**src/rtl/utf8_text_paginator_macros.svh**
```systemverilog
// Assertion helpers for the paginator top level.
`ifndef UTF8_TEXT_PAGINATOR_MACROS_SVH
`define UTF8_TEXT_PAGINATOR_MACROS_SVH

// Same-cycle implication, disabled while reset is asserted.
`define UTP_ASSERT_IMP(lbl, clk, rst_n, ante, cons) \
    lbl: assert property (@(posedge clk) disable iff (!rst_n) (ante) |-> (cons)) \
        else $error("paginator check failed");

// Next-cycle implication, disabled while reset is asserted.
`define UTP_ASSERT_NXT(lbl, clk, rst_n, ante, cons) \
    lbl: assert property (@(posedge clk) disable iff (!rst_n) (ante) |=> (cons)) \
        else $error("paginator check failed");

`endif

```
**src/rtl/utp_pkg.sv**
```systemverilog
`default_nettype none

package utp_pkg;

    // Configuration port geometry
    localparam int CFG_INDEX_W = 3;
    localparam int CFG_DATA_W  = 11;

    // Register indexes
    localparam logic [CFG_INDEX_W-1:0] CFG_LINE_LIMIT   = 3'd0;
    localparam logic [CFG_INDEX_W-1:0] CFG_PAGE_LIMIT   = 3'd1;
    localparam logic [CFG_INDEX_W-1:0] CFG_NARROW_WIDTH = 3'd2;
    localparam logic [CFG_INDEX_W-1:0] CFG_WIDE_WIDTH   = 3'd3;
    localparam logic [CFG_INDEX_W-1:0] CFG_LINE_HEIGHT  = 3'd4;

    // Register reset values
    localparam logic [10:0] LINE_LIMIT_RST   = 11'd296;
    localparam logic [10:0] PAGE_LIMIT_RST   = 11'd128;
    localparam logic [7:0]  NARROW_WIDTH_RST = 8'd8;
    localparam logic [7:0]  WIDE_WIDTH_RST   = 8'd16;
    localparam logic [7:0]  LINE_HEIGHT_RST  = 8'd16;

    // Character codes and lengths
    localparam logic [7:0] NEWLINE_CHAR = 8'h0A;
    localparam logic [2:0] LEN_ONE      = 3'd1;
    localparam logic [2:0] LEN_TWO      = 3'd2;
    localparam logic [2:0] LEN_THREE    = 3'd3;
    localparam logic [2:0] LEN_FOUR     = 3'd4;

    localparam logic [15:0] BYTES_MAX = 16'hFFFF;

    typedef struct packed {
        logic [7:0] text_byte;
        logic       end_of_text;
    } in_t;

    typedef struct packed {
        logic [23:0] page_number;
        logic [31:0] page_offset;
        logic [15:0] page_bytes;
        logic        bad_utf8;
    } out_t;

    typedef struct packed {
        logic [10:0] line_limit;
        logic [10:0] page_limit;
        logic [7:0]  narrow_width;
        logic [7:0]  wide_width;
        logic [7:0]  line_height;
    } cfg_t;

    typedef struct packed {
        logic halted;
        logic mid_char;
    } core_status_t;

endpackage

`default_nettype wire

```
**src/rtl/utp_lead_decode.sv**
```systemverilog
`default_nettype none

module utp_lead_decode
    import utp_pkg::*;
(
    input  wire logic [7:0] lead_byte,
    output logic [2:0]      char_len,
    output logic            bad_lead
);

    // Classify the lead byte by its high bits
    always_comb
    begin
        char_len = LEN_ONE;
        bad_lead = 1'b0;
        case (lead_byte) inside
            8'b0???????: char_len = LEN_ONE;
            8'b110?????: char_len = LEN_TWO;
            8'b1110????: char_len = LEN_THREE;
            8'b11110???: char_len = LEN_FOUR;
            default:
            begin
                char_len = 3'd0;
                bad_lead = 1'b1;
            end
        endcase
    end

endmodule

`default_nettype wire

```
**src/rtl/utp_page_core.sv**
```systemverilog
`default_nettype none

module utp_page_core
    import utp_pkg::*;
(
    input  wire logic   clk,
    input  wire logic   rst_n,
    input  wire logic   fire,
    input  wire in_t    item,
    input  wire cfg_t   cfg,
    output logic        res_valid,
    output out_t        res,
    output core_status_t status
);

    logic [31:0] byte_pos_reg,    byte_pos_next;
    logic [31:0] page_start_reg,  page_start_next;
    logic [23:0] page_cnt_reg,    page_cnt_next;
    logic [15:0] page_bytes_reg,  page_bytes_next;
    logic [10:0] line_fill_reg,   line_fill_next;
    logic [11:0] line_top_reg,    line_top_next;
    logic [2:0]  char_len_reg,    char_len_next;
    logic [1:0]  bytes_left_reg,  bytes_left_next;
    logic        halted_reg,      halted_next;

    logic [2:0]  dec_len;
    logic        dec_bad;

    // Placement datapath
    logic [2:0]  place_len;
    logic [7:0]  char_w;
    logic        is_nl;
    logic [11:0] fill_sum;
    logic        line_over;
    logic        line_brk;
    logic [11:0] top_sum;
    logic [12:0] page_chk;
    logic        page_brk;
    logic [2:0]  add_amt;
    logic [15:0] bytes_add;
    logic [31:0] pos_inc;
    logic [15:0] bytes_end;
    logic        do_place;

    function automatic logic [15:0] sat_add(input logic [15:0] base, input logic [2:0] amt);
        logic [16:0] sum;
        sum = {1'b0, base} + {14'd0, amt};
        return sum[16] ? BYTES_MAX : sum[15:0];
    endfunction

    utp_lead_decode u_decode (
        .lead_byte (item.text_byte),
        .char_len  (dec_len),
        .bad_lead  (dec_bad)
    );

    assign status.halted   = halted_reg;
    assign status.mid_char = (bytes_left_reg != 2'd0);

    // Line and page fit for the character being completed
    always_comb
    begin
        place_len = (bytes_left_reg != 2'd0) ? char_len_reg : LEN_ONE;
        char_w    = (place_len == LEN_ONE) ? cfg.narrow_width : cfg.wide_width;
        is_nl     = (place_len == LEN_ONE) && (item.text_byte == NEWLINE_CHAR);
        fill_sum  = {1'b0, line_fill_reg} + {4'd0, char_w};
        line_over = fill_sum > {1'b0, cfg.line_limit};
        line_brk  = is_nl || line_over;
        top_sum   = line_top_reg + {4'd0, cfg.line_height};
        page_chk  = {1'b0, top_sum} + {5'd0, cfg.line_height};
        page_brk  = line_brk && (page_chk > {2'd0, cfg.page_limit});
        add_amt   = is_nl ? LEN_ONE : place_len;
        bytes_add = sat_add(page_bytes_reg, add_amt);
        pos_inc   = byte_pos_reg + 32'd1;
        bytes_end = (bytes_left_reg != 2'd0)
                  ? sat_add(page_bytes_reg, char_len_reg - {1'b0, bytes_left_reg})
                  : page_bytes_reg;
    end

    // Sequence one beat through the state
    always_comb
    begin
        byte_pos_next   = byte_pos_reg;
        page_start_next = page_start_reg;
        page_cnt_next   = page_cnt_reg;
        page_bytes_next = page_bytes_reg;
        line_fill_next  = line_fill_reg;
        line_top_next   = line_top_reg;
        char_len_next   = char_len_reg;
        bytes_left_next = bytes_left_reg;
        halted_next     = halted_reg;
        res_valid       = 1'b0;
        res             = '0;
        do_place        = 1'b0;

        if (fire)
        begin
            if (item.end_of_text)
            begin
                // Flush the last page and restart
                if (!halted_reg && (bytes_end != 16'd0))
                begin
                    res_valid        = 1'b1;
                    res.page_number  = page_cnt_reg;
                    res.page_offset  = page_start_reg;
                    res.page_bytes   = bytes_end;
                end
                byte_pos_next   = '0;
                page_start_next = '0;
                page_cnt_next   = 24'd1;
                page_bytes_next = '0;
                line_fill_next  = '0;
                line_top_next   = '0;
                char_len_next   = '0;
                bytes_left_next = '0;
                halted_next     = 1'b0;
            end
            else if (!halted_reg)
            begin
                byte_pos_next = pos_inc;
                if (bytes_left_reg != 2'd0)
                begin
                    bytes_left_next = bytes_left_reg - 2'd1;
                    do_place        = (bytes_left_reg == 2'd1);
                end
                else if (dec_bad)
                begin
                    res_valid     = 1'b1;
                    res.bad_utf8  = 1'b1;
                    halted_next   = 1'b1;
                    char_len_next = '0;
                end
                else
                begin
                    char_len_next = dec_len;
                    if (dec_len == LEN_ONE)
                        do_place = 1'b1;
                    else
                        bytes_left_next = 2'(dec_len - LEN_ONE);
                end
            end
        end

        // Commit the placement of a finished character
        if (do_place)
        begin
            if (line_brk)
            begin
                line_fill_next = is_nl ? 11'd0 : {3'd0, char_w};
                if (page_brk)
                begin
                    res_valid       = 1'b1;
                    res.page_number = page_cnt_reg;
                    res.page_offset = page_start_reg;
                    res.page_bytes  = is_nl ? bytes_add : page_bytes_reg;
                    page_start_next = is_nl ? pos_inc : pos_inc - {29'd0, place_len};
                    page_bytes_next = is_nl ? 16'd0 : {13'd0, place_len};
                    line_top_next   = '0;
                    page_cnt_next   = page_cnt_reg + 24'd1;
                end
                else
                begin
                    page_bytes_next = bytes_add;
                    line_top_next   = top_sum;
                end
            end
            else
            begin
                line_fill_next  = fill_sum[10:0];
                page_bytes_next = bytes_add;
            end
        end
    end

    // Hold text state
    always_ff @(posedge clk or negedge rst_n)
    begin
        if (!rst_n)
        begin
            byte_pos_reg   <= '0;
            page_start_reg <= '0;
            page_cnt_reg   <= 24'd1;
            page_bytes_reg <= '0;
            line_fill_reg  <= '0;
            line_top_reg   <= '0;
            char_len_reg   <= '0;
            bytes_left_reg <= '0;
            halted_reg     <= 1'b0;
        end
        else
        begin
            byte_pos_reg   <= byte_pos_next;
            page_start_reg <= page_start_next;
            page_cnt_reg   <= page_cnt_next;
            page_bytes_reg <= page_bytes_next;
            line_fill_reg  <= line_fill_next;
            line_top_reg   <= line_top_next;
            char_len_reg   <= char_len_next;
            bytes_left_reg <= bytes_left_next;
            halted_reg     <= halted_next;
        end
    end

endmodule

`default_nettype wire

```
**src/rtl/utf8_text_paginator.sv**
```systemverilog
// UTF-8 text paginator.
// Input channel in_valid/in_stall/in_data carries one text byte per beat, or
// an end-of-text beat (end_of_text = 1) that flushes the last page and
// restarts for a new text. Output channel out_valid/out_stall/out_data
// carries page records (number, start offset, byte count) or a bad-lead
// record (bad_utf8 = 1, other fields zero). After a bad lead byte all bytes
// are dropped until the end beat, which then produces nothing.
// Throughput: one input beat per cycle while out_stall does not hold a record.
// Each beat is captured in an input register; when it advances, a single
// pass of decode, line-fit and page-fit logic updates the text state and
// loads the output register, which drives out_valid when a record results.
// Beats that produce no record still take one pass.
// Configuration: cfg_write/cfg_index/cfg_data write one register per cycle;
// indexes beyond the register list are dropped. Write only while idle.
// Reset: rst_n clears the text state, the pipeline and the registers to
// their defaults; no clearing pass is needed.
// Stall: while out_stall holds a waiting record, the input register can hold
// one more beat; after that in_stall rises until the record is taken.
`default_nettype none

`include "utf8_text_paginator_macros.svh"

module utf8_text_paginator
    import utp_pkg::*;
(
    input  wire logic                   clk,
    input  wire logic                   rst_n,
    input  wire logic                   in_valid,
    output logic                        in_stall,
    input  wire in_t                    in_data,
    output logic                        out_valid,
    input  wire logic                   out_stall,
    output out_t                        out_data,
    input  wire logic                   cfg_write,
    input  wire logic [CFG_INDEX_W-1:0] cfg_index,
    input  wire logic [CFG_DATA_W-1:0]  cfg_data
);

    cfg_t         cfg_reg;
    logic         s1_valid_reg, s1_valid_next;
    in_t          s1_item_reg;
    logic         out_valid_reg, out_valid_next;
    out_t         out_data_reg;
    logic         out_free;
    logic         s1_advance;
    logic         in_accept;
    logic         res_valid;
    out_t         res;
    core_status_t core_status;

    // Handshake control
    assign out_free   = !out_valid_reg || !out_stall;
    assign s1_advance = s1_valid_reg && out_free;
    assign in_stall   = s1_valid_reg && !out_free;
    assign in_accept  = in_valid && !in_stall;
    assign out_valid  = out_valid_reg;
    assign out_data   = out_data_reg;

    always_comb
    begin
        s1_valid_next = s1_valid_reg;
        if (in_accept)
            s1_valid_next = 1'b1;
        else if (s1_advance)
            s1_valid_next = 1'b0;

        out_valid_next = out_valid_reg;
        if (s1_advance && res_valid)
            out_valid_next = 1'b1;
        else if (out_free)
            out_valid_next = 1'b0;
    end

    utp_page_core u_core (
        .clk       (clk),
        .rst_n     (rst_n),
        .fire      (s1_advance),
        .item      (s1_item_reg),
        .cfg       (cfg_reg),
        .res_valid (res_valid),
        .res       (res),
        .status    (core_status)
    );

    // Hold pipeline control
    always_ff @(posedge clk or negedge rst_n)
    begin
        if (!rst_n)
        begin
            s1_valid_reg  <= 1'b0;
            out_valid_reg <= 1'b0;
        end
        else
        begin
            s1_valid_reg  <= s1_valid_next;
            out_valid_reg <= out_valid_next;
        end
    end

    // Capture payload beats
    always_ff @(posedge clk)
    begin
        if (in_accept)
            s1_item_reg <= in_data;
        if (s1_advance && res_valid)
            out_data_reg <= res;
    end

    // Write configuration registers
    always_ff @(posedge clk or negedge rst_n)
    begin
        if (!rst_n)
        begin
            cfg_reg.line_limit   <= LINE_LIMIT_RST;
            cfg_reg.page_limit   <= PAGE_LIMIT_RST;
            cfg_reg.narrow_width <= NARROW_WIDTH_RST;
            cfg_reg.wide_width   <= WIDE_WIDTH_RST;
            cfg_reg.line_height  <= LINE_HEIGHT_RST;
        end
        else if (cfg_write)
        begin
            case (cfg_index)
                CFG_LINE_LIMIT:   cfg_reg.line_limit   <= cfg_data;
                CFG_PAGE_LIMIT:   cfg_reg.page_limit   <= cfg_data;
                CFG_NARROW_WIDTH: cfg_reg.narrow_width <= cfg_data[7:0];
                CFG_WIDE_WIDTH:   cfg_reg.wide_width   <= cfg_data[7:0];
                CFG_LINE_HEIGHT:  cfg_reg.line_height  <= cfg_data[7:0];
                default: ;
            endcase
        end
    end

    // Checks
    `UTP_ASSERT_IMP(a_bad_fields_zero, clk, rst_n, out_valid && out_data.bad_utf8, (out_data.page_number == 24'd0) && (out_data.page_offset == 32'd0) && (out_data.page_bytes == 16'd0))
    `UTP_ASSERT_NXT(a_bad_halts, clk, rst_n, s1_advance && res_valid && res.bad_utf8, core_status.halted)
    `UTP_ASSERT_IMP(a_halted_quiet, clk, rst_n, s1_advance && core_status.halted && !s1_item_reg.end_of_text, !res_valid)
    `UTP_ASSERT_IMP(a_halt_no_char, clk, rst_n, core_status.halted, !core_status.mid_char)
    `UTP_ASSERT_IMP(a_stall_needs_item, clk, rst_n, !s1_valid_reg, !in_stall)
    `UTP_ASSERT_NXT(a_result_kept, clk, rst_n, out_valid && out_stall, out_valid)

endmodule

`default_nettype wire
```
**config.mk**
```make
export PLATFORM = sky130hd
export DESIGN_NAME = utf8_text_paginator
export DESIGN_NICKNAME = d
export VERILOG_FILES = /design/src/rtl/utp_pkg.sv /design/src/rtl/utp_lead_decode.sv /design/src/rtl/utp_page_core.sv /design/src/rtl/utf8_text_paginator.sv
export VERILOG_INCLUDE_DIRS = /design/src /design/src/rtl
export SDC_FILE = /design/constraint.sdc
export NUM_CORES = 1
export LEC_CHECK = 0
export ABC_CLOCK_PERIOD_IN_PS = 9000
export BUFFER_PORTS_ARGS = -buffer_cell sky130_fd_sc_hd__clkbuf_2
export CAP_MARGIN = 10
export CORE_MARGIN = 2
export CORE_UTILIZATION = 40
export CTS_CLUSTER_SIZE = 8
export DETAILED_ROUTE_END_ITERATION = 8
export PLACE_DENSITY = 0.6
export SKIP_CTS_REPAIR_TIMING = 1
export SLEW_MARGIN = 10
export SYNTH_ARGS = -nofsm -noshare
export SYNTH_HDL_FRONTEND = slang
export SYNTH_HIERARCHICAL = 1
export SYNTH_SLANG_ARGS = --single-unit
```
**constraint.sdc**
```tcl
create_clock -name clk -period 9 [get_ports clk]
set_clock_uncertainty 0.2 [all_clocks]
set_input_delay 1.35 -clock clk [delete_from_list [all_inputs] [get_ports clk]]
set_output_delay 1.35 -clock clk [all_outputs]
set_load 0.01 [all_outputs]
```
==> results.md, run 1 <==
- Leak pwr: 7.37 nW
- WL per Instance: 18.1 um
- FMAX: 143 MHz
- Period utilisation layout: 0.779
- Sequential cell area: 7000 um2
- Initial core utilization: 0.405
- P_int: 2.92 mW
- Seq pwr share: 0.333
- Placed cells: 2131
- Root Driver: clkbuf_16
- Nets: 1751
- Final setup viols: 0
- Sw Pwr: 1.65 mW
- Die height: 202 um
- Avg Vias per Cell: 5.52
- RSZ-0062 raised after global routing: false
- Pre-CTS WS: 2030 ps
- Largest register FFs: 73
- H-tree levels: 2
- 1st-pass router iterations: 5
- CP arrival: 7100 ps
- Setup_tns: 0 ps
- Largest net degree at the start of global routing: 121
- Die Wd: 202 um
- Fin cells: 2199
- Commonest non-fill, non-tap cell in the layout: dfrtp_1
- Worst setup path class: flop to flop
- Clock buffer depth: 3
- Cells after Synth: 1588
- Antenna Violating Nets Remaining: 0
- Post-Syn Area: 15700 um2
- Gate power share: 0.372
- Worst slew pin tran: 1160 ps
- Syn_area_per_cell: 9.86 um2
- Overall Global Routing Usage: 0.197
- I/O pin count: 103
- Core Area: 38600 um2
- Worst-Skew Late Latency: 530 ps
- Share of cells above drive strength 1: 0.149
- Status: complete, no violations
- Post-DP HPWL: 28.0 mm
- Crit-path max cell delay: 680 ps
- CP Launch Type: flop
- Layout area overhead: 12.5%
- DRC Markers: 0
- Syn nets: 1685
- WP data required: 9080 ps
- Crit path capture type: flop
- Worst setup margin: 1990 ps
- Area of the multi-input gates: 8030 um2
- Crit-path max FO: 84
- TritonCTS clock tree: done
- Switching Share: 0.361
- Hold Path Class: flop to flop
- First-pass GRT wire length: 64.8 mm
- Post-route cell area: 17600 um2
- ANT cells: 0
- Antenna violations before repair: 0
- CTS buffer count: 39
- Vias in the first global route: 12004
- Most frequent cells in the layout: dfrtp_1 (173), o21ai_0 (128), nand2_1 (122)
- Final WL: 39.8 mm
- GP Congestion: 0.920
- Peak VDD IR: 122 uV
- Synth Warn #: 6
- Tmin final: 7010 ps
- Max_cap viols: 0
- Placed Area: 16500 um2
- Final hold vios: 0
- Max-Slew Margin vs Limit: 0.227
- Slowest CP cell: nor2_1
- Cell Rows: 72
- Worst-path clk slew: 50 ps
- Gr ovfl total: 0
- Clock power frac: 0.296
- Layout fillers: 3658
- Max Slew Vio Count: 0
- Die ar.: 40700 um2
- Drt initial violations: 1167
- Vias: 12147
- Power per cell area: 259 nW/um2
- Port buffer count: 102
- CTS sink cnt: 263
==> path summary, 6_finish.rpt <==
path                       slack (ps)  cells after the start                      from                        end
max reg2reg                      1990                     25  u_core/bytes_left_reg[1]               out_data[42]
min                               290                      1   u_core/page_cnt_reg[23]    u_core/page_cnt_reg[23]
max in group asynchronous        6380                      2                     rst_n  u_core/page_start_reg[29]
min in group asynchronous         780                      1                     rst_n                cfg_reg[29]
max                              1990                     25  u_core/bytes_left_reg[1]               out_data[42]
min reg2reg                       290                      1   u_core/page_cnt_reg[23]    u_core/page_cnt_reg[23]
==> worst max-delay path: cells and delay by family (launching register included) <==
family                   cells  cell delay, ps
AND/OR/NAND/NOR             11            2520
AO/OA/AOI/OAI                6            1210
buffers and inverters        3             990
adder cells (fa/ha/maj)      3             830
flip-flops                   1             480
multiplexers                 1             330
XOR/XNOR                     1             150
==> per-layer routing <==
layer,up-vias,global-route usage,share of wire
met5,-,0,0
met4,0,0.0591,0.024
met3,65,0.0306,0.049
met2,301,0.305,0.45
met1,5837,0.285,0.48
li1,5944,-,-
==> metrics by stage <==
| step | hold WS [ps] | utilization | total power [mW] |
|---|---|---|---|
| final | 289 | 0.456 | 4.57 |
| after global routing | 303 | 0.456 | 4.88 |
| after CTS | 282 | 0.456 | 4.60 |
| after detailed placement | 275 | 0.427 | 3.22 |
| after global placement | 274 | 0.427 | 3.19 |
| after floorplan | 242 | - | 2.76 |
==> layout make-up <==
type,instances,area share
well taps,518,0.0368
inverters,58,0.0124
flip-flops and latches,263,0.397
clock inverters,3,0.00192
repair buffers,113,0.0342
clock buffers,65,0.0615
multi-input cells,1179,0.456
==> power by group through the flow <==
| stage | Clock, mW | Sequential (mW) | Combinational, mW |
|---|---|---|---|
| detailed placement | 0 | 1.54 | 1.68 |
| global route | 1.44 | 1.54 | 1.91 |
| floorplan | 0 | 1.52 | 1.23 |
| finish | 1.35 | 1.52 | 1.70 |
| CTS | 1.39 | 1.52 | 1.69 |
| global placement | 0 | 1.53 | 1.66 |
Note: power is estimated with default switching activity, not from simulation.
==> run 2: changes to the inputs <==
ABC_CLOCK_PERIOD_IN_PS = 6800   (was 9000)
PLACE_DENSITY = 0.58   (was 0.6)
clock period = 6.8 ns   (was 9 ns; I/O delays follow)
==> results.md, run 2 (synthesis results as in run 1) <==
- Die Wd: 202 um
- FMAX: 163 MHz
- Cell Rows: 72
- Layout area overhead: 13.4%
- RSZ-0062 raised after global routing: false
- Peak VDD IR: 160 uV
- R2R Path Start: cfg_reg[1]
- TritonCTS clock tree: done
- First-pass GRT wire length: 65.0 mm
- 1st-pass router iterations: 5
- Most frequent cells in the layout: dfrtp_1 (173), o21ai_0 (128), nand2_1 (122)
- Antenna Violating Nets Remaining: 0
- Worst-Skew Late Latency: 530 ps
- Period utilisation layout: 0.902
- Worst slew pin tran: 860 ps
- Share of cells above drive strength 1: 0.154
- Final setup viols: 0
- Hold Path Class: input pin to async pin
- Start point of the critical path: cfg_reg[1]
- Vias: 12306
- CP arrival: 6100 ps
- Worst setup margin: 669 ps
- Post-DP HPWL: 28.5 mm
- H-tree levels: 2
- Clock buffer depth: 3
- I/O pin count: 103
- Max Slew Vio Count: 0
- Worst setup path class: flop to flop
- Core Area: 38600 um2
- Initial core utilization: 0.405
- Crit-path max FO: 73
- Placed cells: 2139
- Total power: 6.17 mW
- DRC Markers: 0
- Final hold vios: 0
- Worst-path clk slew: 60 ps
- Layout fillers: 3689
- Commonest non-fill, non-tap cell in the layout: dfrtp_1
- GP Congestion: 0.900
- Largest net degree at the start of global routing: 85
- Fin cells: 2211
- ANT cells: 0
- Drt initial violations: 1022
- Pre-CTS WS: 782 ps
- Setup_tns: 0 ps
- Power per cell area: 348 nW/um2
- Root Driver: clkbuf_16
- WP data required: 6770 ps
- Status: complete, no violations
- Gr ovfl total: 0
- CP Launch Type: flop
- Leak pwr: 7.44 nW
- Reg2Reg Depth: 24
- Vias in the first global route: 11726
- CTS buffer count: 39
- Overall Global Routing Usage: 0.197
- Final Core Density: 0.459
- Die height: 202 um
- Die ar.: 40700 um2
- Final WL: 40.2 mm
- Max_cap viols: 0
- CTS sink cnt: 263
- Crit path capture type: flop
- Nets: 1759
- Antenna violations before repair: 1
- Port buffer count: 102
- WL per Instance: 18.2 um
- Largest register FFs: 73
- Max-Slew Margin vs Limit: 0.426
- Avg Vias per Cell: 5.57
- Tmin final: 6130 ps
==> run 2: cell types whose count changed in the layout (fill, tap and decap cells not counted), sizes merged <==
cell    previous run  this run
buf               11        19
clkbuf           167       172
inv               60        59
==> run 2: worst max-delay path: stages, from the launching register on <==
cell and delay, ps:
dfrtp_1 440, ha_1 340, a211oi_1 370, o21ai_0 180, a21o_1 210, a21oi_1 160
xnor2_1 130, ha_1 320, nand2_1 70, o21ai_0 300, nor2_1 130, xor2_1 190
ha_1 350, o211ai_1 90, nor3_1 160, o21ai_0 110, a31o_2 270, nor4b_2 170
a21o_1 190, or2_2 310, and2_1 260, nand2b_1 130, nand2_1 110, a21oi_4 150
buf_12 350
==> run 2: cell type report <==
type / count / area, um2 / area share
Multi-Input combinational cell: 1179 / 8030 / 0.452
Sequential cell: 263 / 7000 / 0.394
Inverter: 58 / 218 / 0.0123
Clock buffer: 70 / 1140 / 0.0645
Tap cell: 518 / 648 / 0.0365
Timing Repair Buffer: 121 / 687 / 0.0387
Clock inverter: 2 / 25.0 / 0.00141
==> run 2: stage by stage <==
stage                     hold slack, ps  area [um2]
after floorplan                      242       15700
after global placement               263       16600
after detailed placement             277       16600
after CTS                            283       17800
after global routing                 297       17800
final                                262       17800
==> run 2: final timing paths <==
kind	to	slack (ps)
setup / recovery	out_data[59]	670
hold reg to reg	u_core/page_start_reg[6]	290
setup reg to reg	out_data[59]	670
max in group asynchronous	u_core/byte_pos_reg[18]	4840
min in group clk	u_core/page_start_reg[6]	290
hold / removal	u_core/page_bytes_reg[13]	260
==> run 2: per-layer routing <==
metal	vias up	global-route usage	share of wire
met1	5991	0.295	0.50
met2	298	0.300	0.44
li1	5963	-	-
met5	-	0	0
met3	54	0.0289	0.045
met4	0	0.0507	0.019
==> run 2: power by group <==
part / internal (mW) / switching (mW) / leakage, nW
registers: 1.85 / 0.145 / 3.17
clock network: 1.13 / 0.706 / 0.559
logic: 0.942 / 1.39 / 3.71
